--- src/rtl/core/mlfq_pkg.sv ---
package mlfq_pkg;

   localparam int MAX_PROCS_DEF = 16;
   localparam int LEVELS_DEF    = 4;
   localparam int MAX_LEN_DEF   = 255;
   localparam int PID_W         = 4;
   localparam int LEN_W         = 8;
   localparam int LVL_W         = 2;
   localparam int QB_W          = 4;
   localparam int QUANT_W       = 7;
   localparam logic [QUANT_W-1:0] QUANT_MAX = 7'd127;

   localparam logic REQ_ARRIVE = 1'b0;
   localparam logic REQ_TICK   = 1'b1;

   typedef struct packed {
      logic             req_type;
      logic [PID_W-1:0] arrive_pid;
      logic [LEN_W-1:0] arrive_length;
   } req_word_type;

   typedef struct packed {
      logic             ran_valid;
      logic [PID_W-1:0] ran_pid;
      logic [LVL_W-1:0] ran_level;
      logic             finished;
      logic             demoted;
      logic             preempted;
      logic [PID_W-1:0] preempted_pid;
      logic             rejected;
   } rsp_word_type;

   // Process record kept in the process table memory.
   typedef struct packed {
      logic [LVL_W-1:0]   level;
      logic [QUANT_W-1:0] quantum;
      logic [LEN_W-1:0]   instr;
   } proc_rec_type;

   // quantum_base << lvl, zero base read as one, saturated.
   function automatic logic [QUANT_W-1:0] level_quantum(input logic [QB_W-1:0] base,
                                                        input logic [LVL_W-1:0] lvl);
      logic [QB_W+8-1:0] q;
      logic [QB_W-1:0]   b;
      b = (base == '0) ? QB_W'(1) : base;
      q = {8'd0, b} << lvl;
      if (q > (QB_W+8)'(QUANT_MAX)) begin
         level_quantum = QUANT_MAX;
      end else begin
         level_quantum = q[QUANT_W-1:0];
      end
   endfunction

endpackage

--- src/rtl/core/mlfq_queue_ram.sv ---
module mlfq_queue_ram #(
   parameter int DEPTH = 64,
   parameter int AW    = 6
) (
   input  logic                      clock,
   input  logic                      wr_en,
   input  logic [AW-1:0]             wr_addr,
   input  logic [mlfq_pkg::PID_W-1:0] wr_data,
   input  logic [AW-1:0]             rd_addr,
   output logic [mlfq_pkg::PID_W-1:0] rd_data
);
   import mlfq_pkg::*;

   logic [PID_W-1:0] mem [DEPTH];

   always_ff @(posedge clock) begin
      if (wr_en) begin
         mem[wr_addr] <= wr_data;
      end
      rd_data <= mem[rd_addr];
   end
endmodule

--- src/rtl/core/mlfq_proc_ram.sv ---
module mlfq_proc_ram #(
   parameter int DEPTH = 16,
   parameter int AW    = 4
) (
   input  logic                        clock,
   input  logic                        wr_en,
   input  logic [AW-1:0]               wr_addr,
   input  mlfq_pkg::proc_rec_type      wr_data,
   input  logic [AW-1:0]               rd_addr,
   output mlfq_pkg::proc_rec_type      rd_data
);
   import mlfq_pkg::*;

   proc_rec_type mem [DEPTH];

   always_ff @(posedge clock) begin
      if (wr_en) begin
         mem[wr_addr] <= wr_data;
      end
      rd_data <= mem[rd_addr];
   end
endmodule

--- src/rtl/core/multilevel_feedback_queue_scheduler.sv ---
// Multilevel feedback queue scheduler, four priority levels by default.
// Input channel: drive req_word with start high while busy is low; the word is
// taken at that edge. An arrival word registers a process at level 0; a tick
// word runs one scheduling step (preempt, dispatch, run one instruction,
// retire or demote).
// Result channel: exactly one rsp_word per input word, marked by rsp_strobe
// for one cycle. The receiver cannot stall, so results are never held.
// Path: an arrival passes the arrival and done states; a tick passes the top
// state and goes to done when nothing can run, passes the record read and
// execute states when the running process keeps the CPU, and adds the pop and
// dispatch states when a dispatch occurs, with or without a preempt. The queue
// ring memory and the process table both have registered reads, and each
// queue pop or process record fetch costs a read turn. busy stays high until
// the result is out, so one word is in flight at a time.
// csr_wr_en/csr_wr_data write quantum_base; write only while idle.
// Reset: head, tail and count of every level, the active flags, the running
// process and the FSM clear at once. Ring and process memories are not
// cleared; no entry is read before it is written.
module multilevel_feedback_queue_scheduler #(
   parameter int MAX_PROCS = mlfq_pkg::MAX_PROCS_DEF,
   parameter int LEVELS    = mlfq_pkg::LEVELS_DEF,
   parameter int MAX_LEN   = mlfq_pkg::MAX_LEN_DEF
) (
   input  logic                      clock,
   input  logic                      reset,
   input  logic                      start,
   output logic                      busy,
   input  mlfq_pkg::req_word_type    req_word,
   output logic                      rsp_strobe,
   output mlfq_pkg::rsp_word_type    rsp_word,
   input  logic                      csr_wr_en,
   input  logic [mlfq_pkg::QB_W-1:0] csr_wr_data
);
   import mlfq_pkg::*;

   localparam int PW = $clog2(MAX_PROCS);
   localparam int LW = $clog2(LEVELS);
   localparam int AW = PW + LW;
   localparam int CW = $clog2(MAX_PROCS + 1);
   localparam logic [LEN_W-1:0] LEN_CAP =
      (MAX_LEN >= 255) ? LEN_W'(255) : LEN_W'(MAX_LEN);

   typedef enum logic [7:0] {
      ST_IDLE  = 8'b0000_0001,
      ST_ARR   = 8'b0000_0010,  // arrival: write record and push
      ST_TOP   = 8'b0000_0100,  // tick: compare running level with top level
      ST_POP   = 8'b0000_1000,  // ring read data ready, fetch record
      ST_DISP  = 8'b0001_0000,  // record of dispatched process ready
      ST_RREAD = 8'b0010_0000,  // fetch record of running process
      ST_EXEC  = 8'b0100_0000,  // run one instruction
      ST_DONE  = 8'b1000_0000
   } state_type;

   state_type state_ff, state_in;

   logic [QB_W-1:0]  qbase_ff;
   logic [PW-1:0]    head_ff  [LEVELS];
   logic [PW-1:0]    tail_ff  [LEVELS];
   logic [CW-1:0]    count_ff [LEVELS];
   logic [MAX_PROCS-1:0] active_ff;
   logic [PW-1:0]    run_id_ff;
   logic             run_valid_ff;
   logic [LW-1:0]    run_lvl_ff;   // level of running process, mirrors record
   req_word_type     req_ff;
   rsp_word_type     rsp_ff, rsp_in;
   logic [LW-1:0]    pop_lvl_ff;

   // memory ports
   logic             q_we;
   logic [AW-1:0]    q_waddr, q_raddr;
   logic [PID_W-1:0] q_wdata, q_rdata;
   logic             p_we;
   logic [PW-1:0]    p_waddr, p_raddr;
   proc_rec_type     p_wdata, p_rdata;

   mlfq_queue_ram #(.DEPTH(LEVELS * MAX_PROCS), .AW(AW)) u_qram (
      .clock(clock), .wr_en(q_we), .wr_addr(q_waddr), .wr_data(q_wdata),
      .rd_addr(q_raddr), .rd_data(q_rdata));

   mlfq_proc_ram #(.DEPTH(MAX_PROCS), .AW(PW)) u_pram (
      .clock(clock), .wr_en(p_we), .wr_addr(p_waddr), .wr_data(p_wdata),
      .rd_addr(p_raddr), .rd_data(p_rdata));

   // highest non-empty level
   logic          top_found;
   logic [LW-1:0] top_lvl;
   always_comb begin
      top_found = 1'b0;
      top_lvl   = '0;
      for (int l = LEVELS - 1; l >= 0; l--) begin
         if (count_ff[l] != '0) begin
            top_found = 1'b1;
            top_lvl   = LW'(l);
         end
      end
   end

   logic [PID_W-1:0] in_pid_ext;
   logic [PW-1:0]    arr_pid;
   logic             arr_bad;
   assign in_pid_ext = req_ff.arrive_pid;
   assign arr_pid    = PW'(in_pid_ext);
   assign arr_bad    = (32'(in_pid_ext) >= MAX_PROCS) || active_ff[arr_pid];

   // push and pop requests for the level bookkeeping
   logic          push_en, pop_en;
   logic [LW-1:0] push_lvl;
   logic [PW-1:0] push_pid;

   proc_rec_type  exec_rec;
   logic          exec_fin, exec_dem;
   logic [LW-1:0] dem_lvl;
   logic [QUANT_W-1:0] q_dec;

   always_comb begin
      exec_fin = (p_rdata.instr <= LEN_W'(1));
      q_dec    = (p_rdata.quantum != '0) ? p_rdata.quantum - 1'b1 : '0;
      exec_dem = !exec_fin && (q_dec == '0);
      dem_lvl  = (run_lvl_ff < LW'(LEVELS - 1)) ? run_lvl_ff + 1'b1 : run_lvl_ff;
      exec_rec = p_rdata;
      if (exec_fin) begin
         exec_rec.instr = '0;
      end else begin
         exec_rec.instr = p_rdata.instr - 1'b1;
         if (exec_dem) begin
            exec_rec.level   = LVL_W'(dem_lvl);
            exec_rec.quantum = level_quantum(qbase_ff, LVL_W'(dem_lvl));
         end else begin
            exec_rec.quantum = q_dec;
         end
      end
   end

   always_comb begin
      state_in = state_ff;
      rsp_in   = rsp_ff;
      q_raddr = {pop_lvl_ff, head_ff[pop_lvl_ff]};
      p_we = 1'b0; p_waddr = '0; p_wdata = '0;
      p_raddr = run_id_ff;
      push_en = 1'b0; push_lvl = '0; push_pid = '0;
      pop_en  = 1'b0;
      unique case (state_ff)
         ST_IDLE: begin
            if (start) begin
               rsp_in   = '0;
               state_in = (req_word.req_type == REQ_ARRIVE) ? ST_ARR : ST_TOP;
            end
         end
         ST_ARR: begin
            if (arr_bad) begin
               rsp_in.rejected = 1'b1;
            end else begin
               p_we    = 1'b1;
               p_waddr = arr_pid;
               p_wdata.level   = '0;
               p_wdata.quantum = level_quantum(qbase_ff, '0);
               p_wdata.instr   = (req_ff.arrive_length > LEN_CAP) ? LEN_CAP
                                                                 : req_ff.arrive_length;
               push_en  = 1'b1;
               push_lvl = '0;
               push_pid = arr_pid;
            end
            state_in = ST_DONE;
         end
         ST_TOP: begin
            // preempt keeps the record untouched; requeue at own level
            if (run_valid_ff && top_found && (top_lvl < run_lvl_ff)) begin
               push_en  = 1'b1;
               push_lvl = run_lvl_ff;
               push_pid = run_id_ff;
               rsp_in.preempted     = 1'b1;
               rsp_in.preempted_pid = PID_W'(run_id_ff);
               q_raddr  = {top_lvl, head_ff[top_lvl]};
               pop_en   = 1'b1;
               state_in = ST_POP;
            end else if (!run_valid_ff && top_found) begin
               q_raddr  = {top_lvl, head_ff[top_lvl]};
               pop_en   = 1'b1;
               state_in = ST_POP;
            end else if (run_valid_ff) begin
               state_in = ST_RREAD;
            end else begin
               state_in = ST_DONE;
            end
         end
         ST_POP: begin
            p_raddr  = PW'(q_rdata);
            state_in = ST_DISP;
         end
         ST_DISP: begin
            // dispatch: set level, reload an empty quantum
            p_we    = 1'b1;
            p_waddr = run_id_ff;
            p_wdata = p_rdata;
            p_wdata.level = LVL_W'(pop_lvl_ff);
            if (p_rdata.quantum == '0) begin
               p_wdata.quantum = level_quantum(qbase_ff, LVL_W'(pop_lvl_ff));
            end
            state_in = ST_RREAD;
         end
         ST_RREAD: begin
            p_raddr  = run_id_ff;
            state_in = ST_EXEC;
         end
         ST_EXEC: begin
            p_we    = 1'b1;
            p_waddr = run_id_ff;
            p_wdata = exec_rec;
            rsp_in.ran_valid = 1'b1;
            rsp_in.ran_pid   = PID_W'(run_id_ff);
            rsp_in.ran_level = LVL_W'(run_lvl_ff);
            rsp_in.finished  = exec_fin;
            rsp_in.demoted   = exec_dem;
            if (exec_dem) begin
               push_en  = 1'b1;
               push_lvl = dem_lvl;
               push_pid = run_id_ff;
            end
            state_in = ST_DONE;
         end
         ST_DONE: begin
            state_in = ST_IDLE;
         end
         default: state_in = ST_IDLE;
      endcase
   end

   assign busy       = (state_ff != ST_IDLE);
   assign rsp_strobe = (state_ff == ST_DONE);
   assign rsp_word   = rsp_ff;

   always_ff @(posedge clock) begin
      if (state_ff == ST_IDLE && start) begin
         req_ff <= req_word;
      end
      rsp_ff <= rsp_in;
      if (reset) begin
         state_ff     <= ST_IDLE;
         qbase_ff     <= QB_W'(1);
         active_ff    <= '0;
         run_valid_ff <= 1'b0;
         run_id_ff    <= '0;
         run_lvl_ff   <= '0;
         pop_lvl_ff   <= '0;
         for (int l = 0; l < LEVELS; l++) begin
            head_ff[l]  <= '0;
            tail_ff[l]  <= '0;
            count_ff[l] <= '0;
         end
      end else begin
         state_ff <= state_in;
         if (csr_wr_en) begin
            qbase_ff <= csr_wr_data;
         end
         if (push_en) begin
            tail_ff[push_lvl] <= (tail_ff[push_lvl] == PW'(MAX_PROCS - 1)) ? '0
                                 : tail_ff[push_lvl] + 1'b1;
         end
         for (int l = 0; l < LEVELS; l++) begin
            if ((push_en && push_lvl == LW'(l)) && !(pop_en && top_lvl == LW'(l))) begin
               count_ff[l] <= count_ff[l] + 1'b1;
            end else if (!(push_en && push_lvl == LW'(l)) && (pop_en && top_lvl == LW'(l))) begin
               count_ff[l] <= count_ff[l] - 1'b1;
            end
         end
         if (pop_en) begin
            head_ff[top_lvl] <= (head_ff[top_lvl] == PW'(MAX_PROCS - 1)) ? '0
                                : head_ff[top_lvl] + 1'b1;
            pop_lvl_ff   <= top_lvl;
            run_lvl_ff   <= top_lvl;
            run_valid_ff <= 1'b1;
         end
         if (state_ff == ST_POP) begin
            run_id_ff <= PW'(q_rdata);
         end
         if (state_ff == ST_ARR && !arr_bad) begin
            active_ff[arr_pid] <= 1'b1;
         end
         if (state_ff == ST_EXEC) begin
            if (exec_fin) begin
               active_ff[run_id_ff] <= 1'b0;
               run_valid_ff <= 1'b0;
            end else if (exec_dem) begin
               run_valid_ff <= 1'b0;
               run_lvl_ff   <= dem_lvl;
            end
         end
      end
   end

   // ring write port follows push requests
   always_comb begin
      q_we    = push_en;
      q_waddr = {push_lvl, tail_ff[push_lvl]};
      q_wdata = PID_W'(push_pid);
   end

endmodule
--- config.mk ---
export PLATFORM = sky130hd
export DESIGN_NAME = multilevel_feedback_queue_scheduler
export DESIGN_NICKNAME = d
export VERILOG_FILES = /design/src/rtl/core/mlfq_pkg.sv /design/src/rtl/core/mlfq_queue_ram.sv /design/src/rtl/core/mlfq_proc_ram.sv /design/src/rtl/core/multilevel_feedback_queue_scheduler.sv
export SDC_FILE = /design/constraint.sdc
export NUM_CORES = 1
export LEC_CHECK = 0
export BUFFER_PORTS_ARGS = -buffer_cell sky130_fd_sc_hd__buf_4
export CAP_MARGIN = 20
export CORE_MARGIN = 2
export CORE_UTILIZATION = 68
export CTS_CLUSTER_SIZE = 30
export DETAILED_ROUTE_END_ITERATION = 7
export GPL_TIMING_DRIVEN = 0
export HOLD_SLACK_MARGIN = 0.03
export PLACE_DENSITY = 0.85
export REMOVE_ABC_BUFFERS = 1
export SYNTH_ARGS = -nofsm -noshare
export SYNTH_HDL_FRONTEND = slang
export SYNTH_SLANG_ARGS = --single-unit
--- constraint.sdc ---
create_clock -name clock -period 8 [get_ports clock]
set_input_delay 1.6 -clock clock [delete_from_list [all_inputs] [get_ports clock]]
set_output_delay 1.6 -clock clock [all_outputs]
set_load 0.02 [all_outputs]
==> summary.txt <==
Route
  • Vias per cell: 6.96
  • DRT iter0 DRCs: 2616
  • Drt total wl: 67600 um
  • Pre-antenna DRT Iters: 6
  • Antenna-violating nets left: 0
  • DRC Markers: 0
  • Drt wl/cell: about 27 um
  • Routed via count: 17643

Synthesis
  • Seq cells post-synth: 633
  • Yosys top cell by area: edfxtp_1
  • Warning count from the yosys run: 0
  • Most frequently used flop master after synthesis: edfxtp_1
  • Count of cell types in the netlist: a little over 90
  • Synth area leaders: edfxtp_1 (64%), mux4_2 (5.8%), dfxtp_1 (4.3%), nand2_1 (3.7%), nor2_1 (2.4%)
  • Sequential share of the synthesized area: 0.681
  • EDFF count, synth: 575
  • Async SR Flop Fraction: 0
  • Synth top area share: 0.638
  • Syn Inst Count: 1922
  • Mapped Avg Cell Area: 14.1 um2
  • Mapped Area: ~27000 um2

Clock tree
  • Clk sinks: 633
  • Clock root cell: clkbuf_16
  • Clock-pin slew on the worst setup and hold paths: 0.07 ns
  • Max Root-Sink Buffers: 3
  • Cts hold-fix bufs: 0
  • Later-pin clock latency in the skew report: 0.64 ns
  • Cts repair resizes: 0
  • CTS H-tree depth: 2
  • CTS tree: built
  • CTS Buf Count: 58
  • # Post-CTS Setup Buffers: 0

Power
  • Sequential Power Share: 0.529
  • P_sw: 1.48 mW
  • Maximum vdd drop: 0.330 mV
  • Power Dens Cells: 226 nW/um2
  • Static Leak: between 9 and 10 nW
  • Cell-internal power: around 5.4 mW
  • Power share of the clock group: 0.429
  • Sw Ratio: 0.215
  • Gate power share: 0.042

Flow run
  • Number of max-cap violations: 0

STA
  • Hold WS: about 0.53 ns
  • Post-route clock period utilization: 0.750
  • FMAX: 167 MHz
  • Final min period: between 5 and 6 ns
  • Slew headroom: 0.183
  • Number of hold violations in the final report: 0
  • Slew Viols, Final: 0
  • Final number of setup-violating endpoints: 0
  • Layout Skew: 0.0290 ns
  • RSZ-0062 raised after global routing: false
  • Tightest Pin Transition: 1.22 ns

Placed design
  • PortBufs: 37
  • Dpl hpwl: around 42000 um
  • Cell count after placement: about 2400
  • GP Congestion: 0.879

Floorplanning
  • Core Rows: 73
  • Area of the die: roughly 41000 um2
  • Initial Util: 0.685
  • Die width: 204 um
  • Number of primary I/O pins: 38
  • Chip Height: 204 um
  • Core area: 39500 um2

Final layout
  • Most common library cell in the layout ignoring fill and taps: edfxtp_1
  • Synth-to-layout area growth: 12.7%
  • Share of layout cells above drive strength 1: 0.161
  • Most frequent cells in the layout: edfxtp_1 (575), nand2_1 (263), nor2_1 (156), a21oi_1 (78), nand3_1 (71)
  • N_diodes: 0
  • Fin cells: 2535
  • Final net count: 2003

Worst setup path
  • Crit path kind: flop to flop
  • CP Max Fanout: 11
  • Critical path launch point type: flop
  • Reg2reg start: count_ff[3][0]
  • CP Capture Type: flop
  • Crit path arrival time: between 6 and 7 ns
  • Flop-to-flop setup slack: 2.00 ns
  • CP required: 8.27 ns
  • R2r worst-path depth: 14
  • Reg-to-reg endpoint: u_qram.mem[31][3]
  • Worst setup startpoint: count_ff[3][0]

Worst hold path
  • Hold path cells: 2
  • Hold_sp: active_ff[11]
  • Hold WC Path Type: flop to flop
  • Hold EP: active_ff[11]

Global routing
  • Grt total ovfl: 0
  • First-pass GRT wire length: around 100000 um
  • Tot GR Track Use: 0.330
  • Largest net degree at the start of global routing: 62
  • Initial antenna violation count: 0
  • Vias in the first global route: 17663

Run status
  • Status: completed
==> sequential cells by signal, indices dropped and copies added (netlist names), 8 cells and up, named ones only <==
signal	cells
u_qram.mem	256
u_pram.mem	240
count_ff	20
active_ff	16
head_ff	16
tail_ff	16
rsp_word	15
u_pram.rd_data	15
req_ff	8
state_ff	8
==> per-layer routing <==
layer	wire length, um	part of all wire	track usage
met5	0	0	0
met4	3470	0.051	0.163
met3	6960	0.10	0.0607
met2	33700	0.50	0.561
met1	23400	0.35	0.412
==> power by group through the flow <==
stage / Combinational (mW) / Sequential, mW / Clock [mW]
after floorplan: 0.168 / 3.71 / 0
after global placement: 0.260 / 3.71 / 0
after detailed placement: 0.278 / 3.71 / 0
after CTS: 0.284 / 3.64 / 2.95
after global routing: 0.307 / 3.64 / 3.07
final: 0.290 / 3.64 / 2.95
==> synth_stat cells (12+ instances only) <==
library cell  number
nor3_1            32
dfxtp_1           58
a31oi_1           32
a32oi_1           33
nand2_1          265
and2_1            21
nor2_1           173
nand3_1           71
mux4_2            70
clkbuf_1          65
o21ai_0           25
xnor2_1           12
buf_2             18
edfxtp_1         575
a211oi_1          36
mux2i_1           48
inv_1             36
a21oi_1           78
ha_1              19
a21o_1            14
==> worst max path at each step <==
| stage | to | slack (ns) | depth (start not counted) |
|---|---|---|---|
| 5_1_grt | u_qram.mem[31][3] | 1.71 | 14 |
| 6_report | u_qram.mem[31][3] | 2.00 | 14 |
| 4_1_cts | u_qram.mem[31][3] | 2.14 | 14 |
| 3_5_place_dp | u_qram.mem[31][1] | 2.19 | 14 |
| 3_3_place_gp | u_pram.rd_data[4] | -2.44 | 9 |
| 2_1_floorplan | u_pram.rd_data[0] | 0.36 | 9 |
==> per-stage QoR <==
step | instance area, um2 | util | setup slack [ns] | setup TNS [ns] | power [mW]
after floorplan | 26500 | - | 0.358 | 0 | 3.87
after global placement | 27500 | 0.695 | -2.44 | -35.11 | 3.96
after detailed placement | 28400 | 0.719 | 2.19 | 0 | 3.99
after CTS | 30500 | 0.770 | 2.14 | 0 | 6.87
after global routing | 30500 | 0.771 | 1.71 | 0 | 7.02
final | 30500 | 0.771 | 2.00 | 0 | 6.88
==> critical path, cell delays in order (launching register included) <==
cell	delay [ns]
edfxtp_1	0.46
inv_1	0.11
ha_1	0.15
nor4b_4	0.56
nand3_1	0.23
and3_1	0.26
ha_1	0.32
a311o_1	0.32
o211ai_1	0.19
nor4b_2	0.47
a41oi_2	0.15
nor2_1	0.85
a221o_1	0.45
nand3_1	0.55
nor2_1	0.57
==> cells by family after synthesis <==
kind of cell / count (synthesis) / synth area share
XOR/XNOR: 19 / 0.00615
AO/OA/AOI/OAI: 308 / 0.0822
multiplexers: 127 / 0.0815
AND/OR/NAND/NOR: 669 / 0.113
flip-flops: 633 / 0.681
buffers and inverters: 143 / 0.0248
adder cells (fa/ha/maj): 23 / 0.0114
==> layout make-up <==
cell class / instances / area (um2)
multi-input combinational: 1146 / 8100
clock inverter: 41 / 505
sequential: 633 / 18400
timing repair buffer: 83 / 1150
tap: 525 / 657
fill: 2077 / 9050
clock buffer: 69 / 1520
inverter: 38 / 143
No activity file was read; power rests on OpenSTA's default activity.
